<file path="src/rtl/dmxrle_pkg.sv">
// ----------------------------------------------------------------------------
// dmxrle_pkg
// Shared types and constants of the run-length channel expander.
// ----------------------------------------------------------------------------
package dmxrle_pkg;

    localparam int DEF_MAX_CHANNELS    = 512;
    localparam int DEF_MAX_INPUT_BYTES = 512;
    localparam int DEF_LANES           = 8;

    // Lanes present on the result port and groups allowed per input beat.
    localparam int HW_LANES   = 8;
    localparam int MAX_GROUPS = 32;

    localparam logic [7:0] RUN_CODE = 8'hFE;
    localparam logic [7:0] ESC_CODE = 8'hFD;

    typedef enum logic [1:0] {
        PH_CODE  = 2'd0,
        PH_COUNT = 2'd1,
        PH_VALUE = 2'd2,
        PH_ESC   = 2'd3
    } phase_t;

    typedef struct packed {
        logic [7:0] data_byte;
        logic       packet_start;
        logic       rle_mode;
    } in_item_t;

    typedef struct packed {
        logic [7:0] lane0_value;
        logic [7:0] lane1_value;
        logic [7:0] lane2_value;
        logic [7:0] lane3_value;
        logic [7:0] lane4_value;
        logic [7:0] lane5_value;
        logic [7:0] lane6_value;
        logic [7:0] lane7_value;
        logic [3:0] lanes_used;
        logic [8:0] first_channel;
        logic [8:0] source_offset;
        logic       group_last;
    } out_item_t;

    // Controller to datapath.
    typedef struct packed {
        logic take_item;
        logic load_group;
    } ctl_cmd_t;

    // Datapath to controller.
    typedef struct packed {
        logic item_emits;
        logic last_group;
    } dp_status_t;

endpackage

</file>
<file path="src/rtl/dmxrle_ctrl.sv">
// ----------------------------------------------------------------------------
// dmxrle_ctrl
// Sequencer: takes input beats and paces group emission into the output slot.
// ----------------------------------------------------------------------------
module dmxrle_ctrl (
    input  logic                   aclk,
    input  logic                   aresetn,
    input  logic                   s_valid,
    output logic                   s_ready,
    output logic                   m_valid,
    input  logic                   m_ready,
    input  dmxrle_pkg::dp_status_t status,
    output dmxrle_pkg::ctl_cmd_t   cmd
);
    import dmxrle_pkg::*;

    typedef enum logic [1:0] {
        ST_IDLE = 2'b01,
        ST_EMIT = 2'b10
    } state_t;

    state_t state_reg, state_next;
    logic   m_valid_reg, m_valid_next;
    logic   slot_free;

    assign slot_free = !m_valid_reg || m_ready;
    assign s_ready   = (state_reg == ST_IDLE);
    assign m_valid   = m_valid_reg;

    always_comb begin
        state_next     = state_reg;
        cmd.take_item  = 1'b0;
        cmd.load_group = 1'b0;
        case (state_reg)
            ST_IDLE: begin
                if (s_valid) begin
                    cmd.take_item = 1'b1;
                    if (status.item_emits) begin
                        state_next = ST_EMIT;
                    end
                end
            end
            ST_EMIT: begin
                if (slot_free) begin
                    cmd.load_group = 1'b1;
                    if (status.last_group) begin
                        state_next = ST_IDLE;
                    end
                end
            end
            default: begin
                state_next = ST_IDLE;
            end
        endcase
    end

    always_comb begin
        if (cmd.load_group) begin
            m_valid_next = 1'b1;
        end else if (m_ready) begin
            m_valid_next = 1'b0;
        end else begin
            m_valid_next = m_valid_reg;
        end
    end

    always_ff @(posedge aclk) begin
        if (!aresetn) begin
            state_reg   <= ST_IDLE;
            m_valid_reg <= 1'b0;
        end else begin
            state_reg   <= state_next;
            m_valid_reg <= m_valid_next;
        end
    end

endmodule

</file>
<file path="src/rtl/dmxrle_datapath.sv">
// ----------------------------------------------------------------------------
// dmxrle_datapath
// Decode state, run bookkeeping and the group output register.
// ----------------------------------------------------------------------------
module dmxrle_datapath #(
    parameter int MAX_CHANNELS    = dmxrle_pkg::DEF_MAX_CHANNELS,
    parameter int MAX_INPUT_BYTES = dmxrle_pkg::DEF_MAX_INPUT_BYTES,
    parameter int LANES           = dmxrle_pkg::DEF_LANES
) (
    input  logic                   aclk,
    input  logic                   aresetn,
    input  dmxrle_pkg::in_item_t   s_data,
    input  dmxrle_pkg::ctl_cmd_t   cmd,
    output dmxrle_pkg::dp_status_t status,
    output dmxrle_pkg::out_item_t  m_data
);
    import dmxrle_pkg::*;

    localparam int LANES_EFF = (LANES < 1) ? 1 : ((LANES > HW_LANES) ? HW_LANES : LANES);
    localparam int RUN_CAP   = MAX_GROUPS * LANES_EFF;
    localparam int CW_W      = $clog2(MAX_CHANNELS + 1);
    // An escape begun just below the limit may take two more bytes.
    localparam int BU_W      = $clog2(MAX_INPUT_BYTES + 3);

    phase_t          phase_reg, phase_next, phase_e;
    logic [CW_W-1:0] cw_reg, cw_next, cw_e, room;
    logic [BU_W-1:0] bu_reg, bu_next, bu_e;
    logic [7:0]      cnt_reg, cnt_next;
    logic [8:0]      co_reg, co_next;
    logic [7:0]      rem_reg, rem_next;
    logic [7:0]      val_reg, val_next;
    logic [8:0]      off_reg, off_next;
    out_item_t       out_reg, out_next;

    logic            open_ok, emit;
    logic [7:0]      n_req, n_fin;
    logic [11:0]     n_lim;
    logic [8:0]      off_sel;
    logic [3:0]      k;
    logic [7:0]      lane_val [HW_LANES];

    // Decode of the incoming beat.
    always_comb begin
        phase_e = s_data.packet_start ? PH_CODE : phase_reg;
        cw_e    = s_data.packet_start ? '0 : cw_reg;
        bu_e    = s_data.packet_start ? '0 : bu_reg;
        open_ok = (bu_e < BU_W'(MAX_INPUT_BYTES)) && (cw_e < CW_W'(MAX_CHANNELS));

        phase_next = phase_e;
        bu_next    = bu_e;
        cnt_next   = cnt_reg;
        co_next    = co_reg;
        emit       = 1'b0;
        n_req      = 8'd1;
        off_sel    = 9'(bu_e);

        if (!s_data.rle_mode) begin
            phase_next = PH_CODE;
            if (open_ok) begin
                bu_next = bu_e + BU_W'(1);
                emit    = 1'b1;
            end
        end else begin
            case (phase_e)
                PH_COUNT: begin
                    bu_next    = bu_e + BU_W'(1);
                    cnt_next   = s_data.data_byte;
                    phase_next = PH_VALUE;
                end
                PH_VALUE: begin
                    bu_next    = bu_e + BU_W'(1);
                    phase_next = PH_CODE;
                    emit       = 1'b1;
                    n_req      = cnt_reg;
                    off_sel    = co_reg;
                end
                PH_ESC: begin
                    bu_next    = bu_e + BU_W'(1);
                    phase_next = PH_CODE;
                    emit       = 1'b1;
                end
                default: begin
                    if (open_ok) begin
                        bu_next = bu_e + BU_W'(1);
                        if (s_data.data_byte == RUN_CODE) begin
                            co_next    = 9'(bu_e);
                            phase_next = PH_COUNT;
                        end else if (s_data.data_byte == ESC_CODE) begin
                            phase_next = PH_ESC;
                        end else begin
                            emit = 1'b1;
                        end
                    end
                end
            endcase
        end

        // Clip the run to the channels left and to the group budget.
        room  = CW_W'(MAX_CHANNELS) - cw_e;
        n_lim = (12'(room) < 12'(n_req)) ? 12'(room) : 12'(n_req);
        if (12'(RUN_CAP) < n_lim) begin
            n_lim = 12'(RUN_CAP);
        end
        n_fin = 8'(n_lim);
    end

    assign status.item_emits = emit && (n_fin != 8'd0);
    assign status.last_group = (rem_reg <= 8'(LANES_EFF));

    // Next group.
    assign k = (rem_reg < 8'(LANES_EFF)) ? 4'(rem_reg) : 4'(LANES_EFF);

    always_comb begin
        for (int j = 0; j < HW_LANES; j++) begin
            lane_val[j] = (4'(j) < k) ? val_reg : 8'd0;
        end
        out_next               = out_reg;
        out_next.lane0_value   = lane_val[0];
        out_next.lane1_value   = lane_val[1];
        out_next.lane2_value   = lane_val[2];
        out_next.lane3_value   = lane_val[3];
        out_next.lane4_value   = lane_val[4];
        out_next.lane5_value   = lane_val[5];
        out_next.lane6_value   = lane_val[6];
        out_next.lane7_value   = lane_val[7];
        out_next.lanes_used    = k;
        out_next.first_channel = 9'(cw_reg);
        out_next.source_offset = off_reg;
        out_next.group_last    = status.last_group;
    end

    always_comb begin
        cw_next  = cw_reg;
        rem_next = rem_reg;
        val_next = val_reg;
        off_next = off_reg;
        if (cmd.take_item) begin
            cw_next  = cw_e;
            rem_next = n_fin;
            val_next = s_data.data_byte;
            off_next = off_sel;
        end else if (cmd.load_group) begin
            cw_next  = cw_reg + CW_W'(k);
            rem_next = rem_reg - 8'(k);
        end
    end

    always_ff @(posedge aclk) begin
        if (!aresetn) begin
            phase_reg <= PH_CODE;
            cw_reg    <= '0;
            bu_reg    <= '0;
            rem_reg   <= '0;
        end else begin
            if (cmd.take_item) begin
                phase_reg <= phase_next;
                bu_reg    <= bu_next;
            end
            cw_reg  <= cw_next;
            rem_reg <= rem_next;
        end
    end

    always_ff @(posedge aclk) begin
        if (cmd.take_item) begin
            cnt_reg <= cnt_next;
            co_reg  <= co_next;
        end
        val_reg <= val_next;
        off_reg <= off_next;
        if (cmd.load_group) begin
            out_reg <= out_next;
        end
    end

    assign m_data = out_reg;

endmodule

</file>
<file path="src/rtl/dmx_rle_channel_expander_top.sv">
// ----------------------------------------------------------------------------
// dmx_rle_channel_expander_top
// Run-length channel expander: payload bytes in, groups of channel values out.
// ----------------------------------------------------------------------------
// Flow: a byte that makes channels moves the sequencer to its emit state on
//   acceptance; its groups then load into the output slot in order.
// A byte that makes no group leaves the block idle; a new byte is taken only
//   once the last group of the one before has loaded (one group a cycle while the slot is free).
// Reset: aresetn (synchronous, active low) returns the decoder to "expect new
//   code" with zero channel and byte counts and empties the output slot.
// ----------------------------------------------------------------------------
module dmx_rle_channel_expander_top #(
    parameter int MAX_CHANNELS    = dmxrle_pkg::DEF_MAX_CHANNELS,
    parameter int MAX_INPUT_BYTES = dmxrle_pkg::DEF_MAX_INPUT_BYTES,
    parameter int LANES           = dmxrle_pkg::DEF_LANES
) (
    input  logic                  aclk,
    input  logic                  aresetn,
    // Input beats: one payload byte each
    input  logic                  s_valid,
    output logic                  s_ready,
    input  dmxrle_pkg::in_item_t  s_data,
    // Result beats: one channel group each
    output logic                  m_valid,
    input  logic                  m_ready,
    output dmxrle_pkg::out_item_t m_data
);
    import dmxrle_pkg::*;

    ctl_cmd_t   cmd;
    dp_status_t status;

    // Sequencer: take a beat when idle, then drain its groups into the slot.
    dmxrle_ctrl u_ctrl (
        .aclk    (aclk),
        .aresetn (aresetn),
        .s_valid (s_valid),
        .s_ready (s_ready),
        .m_valid (m_valid),
        .m_ready (m_ready),
        .status  (status),
        .cmd     (cmd)
    );

    // Datapath: escape decode, limit checks, run counter, output register.
    dmxrle_datapath #(
        .MAX_CHANNELS    (MAX_CHANNELS),
        .MAX_INPUT_BYTES (MAX_INPUT_BYTES),
        .LANES           (LANES)
    ) u_datapath (
        .aclk    (aclk),
        .aresetn (aresetn),
        .s_data  (s_data),
        .cmd     (cmd),
        .status  (status),
        .m_data  (m_data)
    );

endmodule

</file>
<file path="config.mk">
export PLATFORM = sky130hd
export DESIGN_NAME = dmx_rle_channel_expander_top
export DESIGN_NICKNAME = d
export VERILOG_FILES = /design/src/rtl/dmxrle_pkg.sv /design/src/rtl/dmxrle_ctrl.sv /design/src/rtl/dmxrle_datapath.sv /design/src/rtl/dmx_rle_channel_expander_top.sv
export SDC_FILE = /design/constraint.sdc
export NUM_CORES = 1
export LEC_CHECK = 0
export ABC_AREA = 1
export BUFFER_PORTS_ARGS = -buffer_cell sky130_fd_sc_hd__buf_4
export CORE_MARGIN = 2
export CORE_UTILIZATION = 50
export DETAILED_ROUTE_END_ITERATION = 6
export GPL_TIMING_DRIVEN = 0
export PLACE_DENSITY = 0.72
export SLEW_MARGIN = 15
export SYNTH_ARGS = -nofsm -noshare
export SYNTH_HDL_FRONTEND = slang
export SYNTH_HIERARCHICAL = 1
export SYNTH_SLANG_ARGS = --single-unit
</file>
<file path="constraint.sdc">
create_clock -name aclk -period 5.88 [get_ports aclk]
set_input_delay 1.176 -clock aclk [delete_from_list [all_inputs] [get_ports aclk]]
set_output_delay 1.176 -clock aclk [all_outputs]
set_load 0.005 [all_outputs]
</file>
# Word level (Yosys, flattened, before mapping)
# Index checks and enable logic that the tools add are counted.
[totals]
out_inout_bits = 89
wordCells = 103
register_bits = 154
[classes]
muxes = 39
n_eq_ne = 11
bitwise = 1
reduce_logical = 12
n_lt_le_gt_ge = 14
n_addsub = 4
[ops]
columns = ["op", "n"]
rows = [
  ["2-to-1 mux 10 bit", 8],
  ["2-to-1 mux 8 bit", 5],
  ["less-than comparator 10 bit, second input constant", 2],
  ["2-to-1 mux 2 bit", 9],
  ["2-to-1 mux 9 bit", 2],
  ["equality test 8 bit, second input constant", 2],
  ["less-than comparator 3 x 4 -> 1 bit, first input constant", 4],
  ["2-to-1 mux 1 bit", 11],
  ["adder 10 x 1 -> 10 bit, second input constant", 1],
  ["adder 10 x 4 -> 10 bit", 1],
  ["less-than comparator 10 x 8 -> 1 bit", 1],
  ["less-than comparator 9 x 10 -> 1 bit, first input constant", 1],
  ["subtractor 10 bit, first input constant", 1],
  ["less-or-equal comparator 8 x 4 -> 1 bit, second input constant", 1],
  ["less-than comparator 1 x 4 -> 1 bit, first input constant", 2],
  ["less-than comparator 2 x 4 -> 1 bit, first input constant", 2],
  ["less-than comparator 8 x 4 -> 1 bit, second input constant", 1],
  ["one-hot mux 2 bit (2 select lines)", 2],
  ["nonzero test 8 bit", 1],
  ["subtractor 8 x 4 -> 8 bit", 1],
  ["equality test 2 bit, second input constant", 3],
  ["AND reduction 5 bit", 1],
  ["equality test 2 x 1 -> 1 bit, second input constant", 2],
  ["2-to-1 mux 4 bit", 1],
  ["12 further kinds", 16],
]

# Longest topological paths before layout
[depth]
ltp_word = 13
mapped_depth = 22
depth_no_buf = 21

# By module
# The synthesis kept the hierarchy.
[by_module_without_submodules]
columns = ["mod", "cells_each", "area_each_um2", "seq_area_each_um2", "n_inst"]
rows = [
  ["dmxrle_datapath", 641, 6616.3, 4234.1, 1],
  ["dmxrle_ctrl", 21, 147.6, 60.1, 1],
]

# Worst setup path after synthesis
# No wires, ideal clock.
[synth_timing]
path_type = "input -> register"
startpoint = "in s_data[1] (netlist bit)"
endpoint = "reg u_ctrl.state_reg[0]"
setup_ns = 0.113
path_slack_ns = 2.218
path_stages = 22
arrival_ns = 3.549
path_cell_list = "buf_6 > inv_4 > nand2_4 > ha_1 > inv_1 > nor3_4 > nand3_1 > xor2_1 > inv_1 > ha_1 > a21oi_1 > nand3_4 > nor2_8 > nand2_4 > nand2_1 > nand2_1 > nand2_1 > nor2_1 > a21oi_1 > nand4_1 > nand2_1 > nand2_1"
[synth_lines]
columns = ["element", "line", "source"]
rows = [
  ["start, declared", "dmx_rle_channel_expander_top.sv:22", "input dmxrle_pkg::in_item_t s_data,"],
  ["end signal, assigned", "dmxrle_ctrl.sv:72", "state_reg <= state_next;"],
  ["end, declared", "dmxrle_ctrl.sv:22", "state_t state_reg, state_next;"],
]

==> flow_metrics.tcl <==
set metrics [dict create \
    status "finished, final reports clean" \
    cts-htree-levels 4 \
    final_cell_mix "edfxtp_1 (121), nand2_1 (119), buf_4 (102)" \
    drv_slew 0 \
    grt_pass1_vias 4742 \
    tightest_slew_ns 1.114 \
    final_nets 811 \
    hold_start "u_datapath/off_reg[1]$_DFFE_PP_" \
    antennaDiodeCount 0 \
    critPathMaxStageDelay_ns 0.32 \
    critical_path.most_common_cell "nand2_1" \
    synthAdderAreaFrac_pct 2.886 \
    synth_area_mm2 0.006764 \
    drt_iter0_drc 428 \
    grt_usage_pct 20.44 \
    cp.arrival_ns 4.24 \
    dr_wl_met3_um 812 \
    crit_required_ns 6.19 \
    r2r_slack_ns 2.54 \
    async_flop_share_pct 0 \
    syn-num-nets 691 \
    drt_pass1_iterations 5 \
    slew_headroom_pct 25.77 \
    cts.path.max_buffers 2 \
    path_clk_slew_ns 0.07 \
    worst-path-buf-inv 4 \
    rows 42 \
    crit_family "simple AND/OR/NAND/NOR gates" \
    powerDensity_mw_per_mm2 298.2 \
    dp_hpwl_um 10430 \
    setup_viol 0 \
    crit_type "in -> reg" \
    drt-met1-wl_um 6263 \
    dp_cells 939 \
    start_kind "primary input" \
    avgSynthCellArea_um2 10.22 \
    place_area_mm2 0.007749 \
    fin_tns_setup_ns 0 \
    io_buffers 101 \
    drive_above_1_share_pct 20.63 \
    r2r_end "u_ctrl/state_reg[0]$_SDFFE_PN1P_" \
    area_growth_pct 23.21 \
    clock_sinks 154 \
    rsz0062_at_grt "false" \
    top_layer "met4" \
    final_util_pct 62.93 \
    gp_congestion 0.8864 \
    synth_edf_count 121 \
    grt_pass1_wl_um 22950 \
    crit_chain "buf_6 > inv_4 > nand2_4 > ha_1 > inv_1 > nor3_4 > nand3_1 > xor2_1 > inv_1 > ha_1 > a21oi_1 > nand3_4 > nor2_8 > nand2_4 > nand2_1 > nand2_1 > nand2_1 > nor2_1 > a21oi_1 > nand4_1 > nand2_1 > nand2_1" \
    cts-root-buf "clkbuf_16" \
    maxCapViolCount 0 \
    synth_ff_type "edfxtp_1" \
    clk_latency_ns 0.42 \
    grt_antenna_before_repair 0 \
    die_w_um 120.3 \
    synthXorXnorAreaFrac_pct 0.9064 \
    worst-r2r-cell-count 20 \
    num_io_pins 103 \
    vias_per_cell 5.181 \
    cp_slowest_cell "a21oi_1" \
    skew_ns 0.009511 \
    ys_ff_latch 154 \
    min_to "u_datapath/m_data[2]$_DFFE_PP_" \
    finalNonFillerCells 971 \
    cp_max_fo 10 \
    cts_made_buffers 17 \
    final_common_cell "edfxtp_1" \
    dieArea_mm2 0.01447 \
    ant_nets 0 \
    drt-total-wl_um 14470 \
    drc 0 \
    grt.overflow.total 0 \
    cts_hold_buf 0 \
    grt_max_degree 93 \
    synth_top_family_by_area "simple AND/OR/NAND/NOR gates" \
    hp-class "reg -> reg" \
    fillCellCount 1068 \
    dr_total_vias 5031 \
    synthCells 662 \
    leakage_uw 0.003486 \
    fin_area_mm2 0.008334 \
    r2r_start "u_datapath/cw_reg[0]$_SDFFE_PN0P_" \
    cts_resized 0 \
    period_needed_ns 3.934 \
    crit_path_end_kind "flip-flop" \
    yosysWarningCount 6 \
    initial_core_util_pct 51.08 \
    post_drt_wl_per_cell_um 14.90 \
    period_share_pct 66.91 \
    cts_setup_buffers 0 \
    wl_met2_um 7123 \
    synth.mux.area_fraction_pct 0 \
    hold_viol_final 0 \
    timing.hold.ws_ns 0.4221 \
    core_area_mm2 0.01324 \
    synth.distinct_cells 50 \
    dieHeight_um 120.3 \
    synth_compound_area_share_pct 7.011 \
    synth-simple-area-share_pct 19.42 \
    largest_register_ffs 87 \
    yosysSeqAreaShare_pct 63.49 \
    cts_tree "built" \
    ir_worst_vdd_mv 0.1648 \
    hold_path_depth 0 \
    max_freq_mhz 254.2 \
]
## worst register-to-register path: stages, from the launching register on
cell and delay (ns):
dfxtp_1 0.37, nand2_4 0.12, ha_1 0.15, inv_1 0.08, nor3_4 0.24, nand3_1 0.11
xor2_1 0.31, inv_1 0.09, ha_1 0.20, a21oi_1 0.32, nand3_4 0.14, nor2_8 0.20
nand2_4 0.10, nand2_1 0.08, nand2_1 0.07, nand2_1 0.08, nor2_1 0.05, a21oi_1 0.20
nand4_1 0.17, nand2_1 0.10, nand2_1 0.06
## cell families after synthesis
kind of cell               after synthesis
other                                    1
AOI/OAI and AO/OA                       83
xor gates and xnor gates                 7
buffers and inverters                  108
adders and majority gates               15
DFF                                    154
and+or+nand+nor                        294
## how the worst max path moves through the flow
stage	startpoint	to	slack, ns	cells past startpoint
after floorplan	s_data[1]	u_ctrl/state_reg[0]$_SDFFE_PN1P_	2.22	22
after global placement	s_data[1]	u_ctrl/state_reg[0]$_SDFFE_PN1P_	1.68	22
after detailed placement	s_data[1]	u_ctrl/state_reg[0]$_SDFFE_PN1P_	1.59	22
after CTS	s_data[1]	u_ctrl/state_reg[0]$_SDFFE_PN1P_	2.00	22
after global routing	s_data[1]	u_ctrl/state_reg[0]$_SDFFE_PN1P_	1.72	22
final	s_data[1]	u_ctrl/state_reg[0]$_SDFFE_PN1P_	1.95	22
## area by class of cell
type | count | area [µm²] | share of cell area, %
sequential | 154 | 4294 | 51.52
multi-input combinational | 400 | 2054 | 24.65
timing repair buffer | 101 | 758.2 | 9.098
clock buffer | 18 | 439.2 | 5.269
inverter | 92 | 347.8 | 4.174
tap | 176 | 220.2 | 2.642
clock inverter | 14 | 146.4 | 1.756
buffer | 16 | 73.82 | 0.8858
## synth_stat cells, drive strengths merged, types with 2 or more instances
cell type / n / area [µm²]
and3: 2 / 13.77
nor3: 12 / 76.33
a31oi: 6 / 37.54
a211oi: 4 / 30.03
ha: 14 / 175.2
nor2: 103 / 425.4
edfxtp: 121 / 3633
nand4: 5 / 31.28
or2: 2 / 12.51
a21oi: 34 / 173.9
nand3: 33 / 177.7
buf: 6 / 36.29
nor4: 3 / 18.77
o21a: 3 / 22.52
clkbuf: 10 / 37.54
nand2: 127 / 506.7
nor3b: 3 / 22.52
xor2: 6 / 52.55
clkinv: 2 / 7.510
inv: 90 / 340.3
o21ai: 27 / 138.9
o211ai: 3 / 22.52
dfxtp: 33 / 660.6
o22ai: 2 / 12.51
nand3b: 3 / 22.52
## report_power, final
part | switching [µW] | internal [µW] | total, µW
sequential | 10.8 | 1210 | 1220
clock | 475 | 578 | 1050
combinational | 148 | 60.0 | 208
## routing by layer
layer	up-vias	track usage [%]
li1	2464	-
met1	2363	26.29
met2	180	34.62
met3	24	3.632
met4	0	7.922
met5	-	0
## stage by stage
step	setup slack, ns	total power, µW
3_5_place_dp	1.586	1452
3_3_place_gp	1.680	1442
6_report	1.946	2485
4_1_cts	1.995	2502
5_1_grt	1.719	2567
2_1_floorplan	2.218	1372
Note: power is estimated with default switching activity, not from simulation.
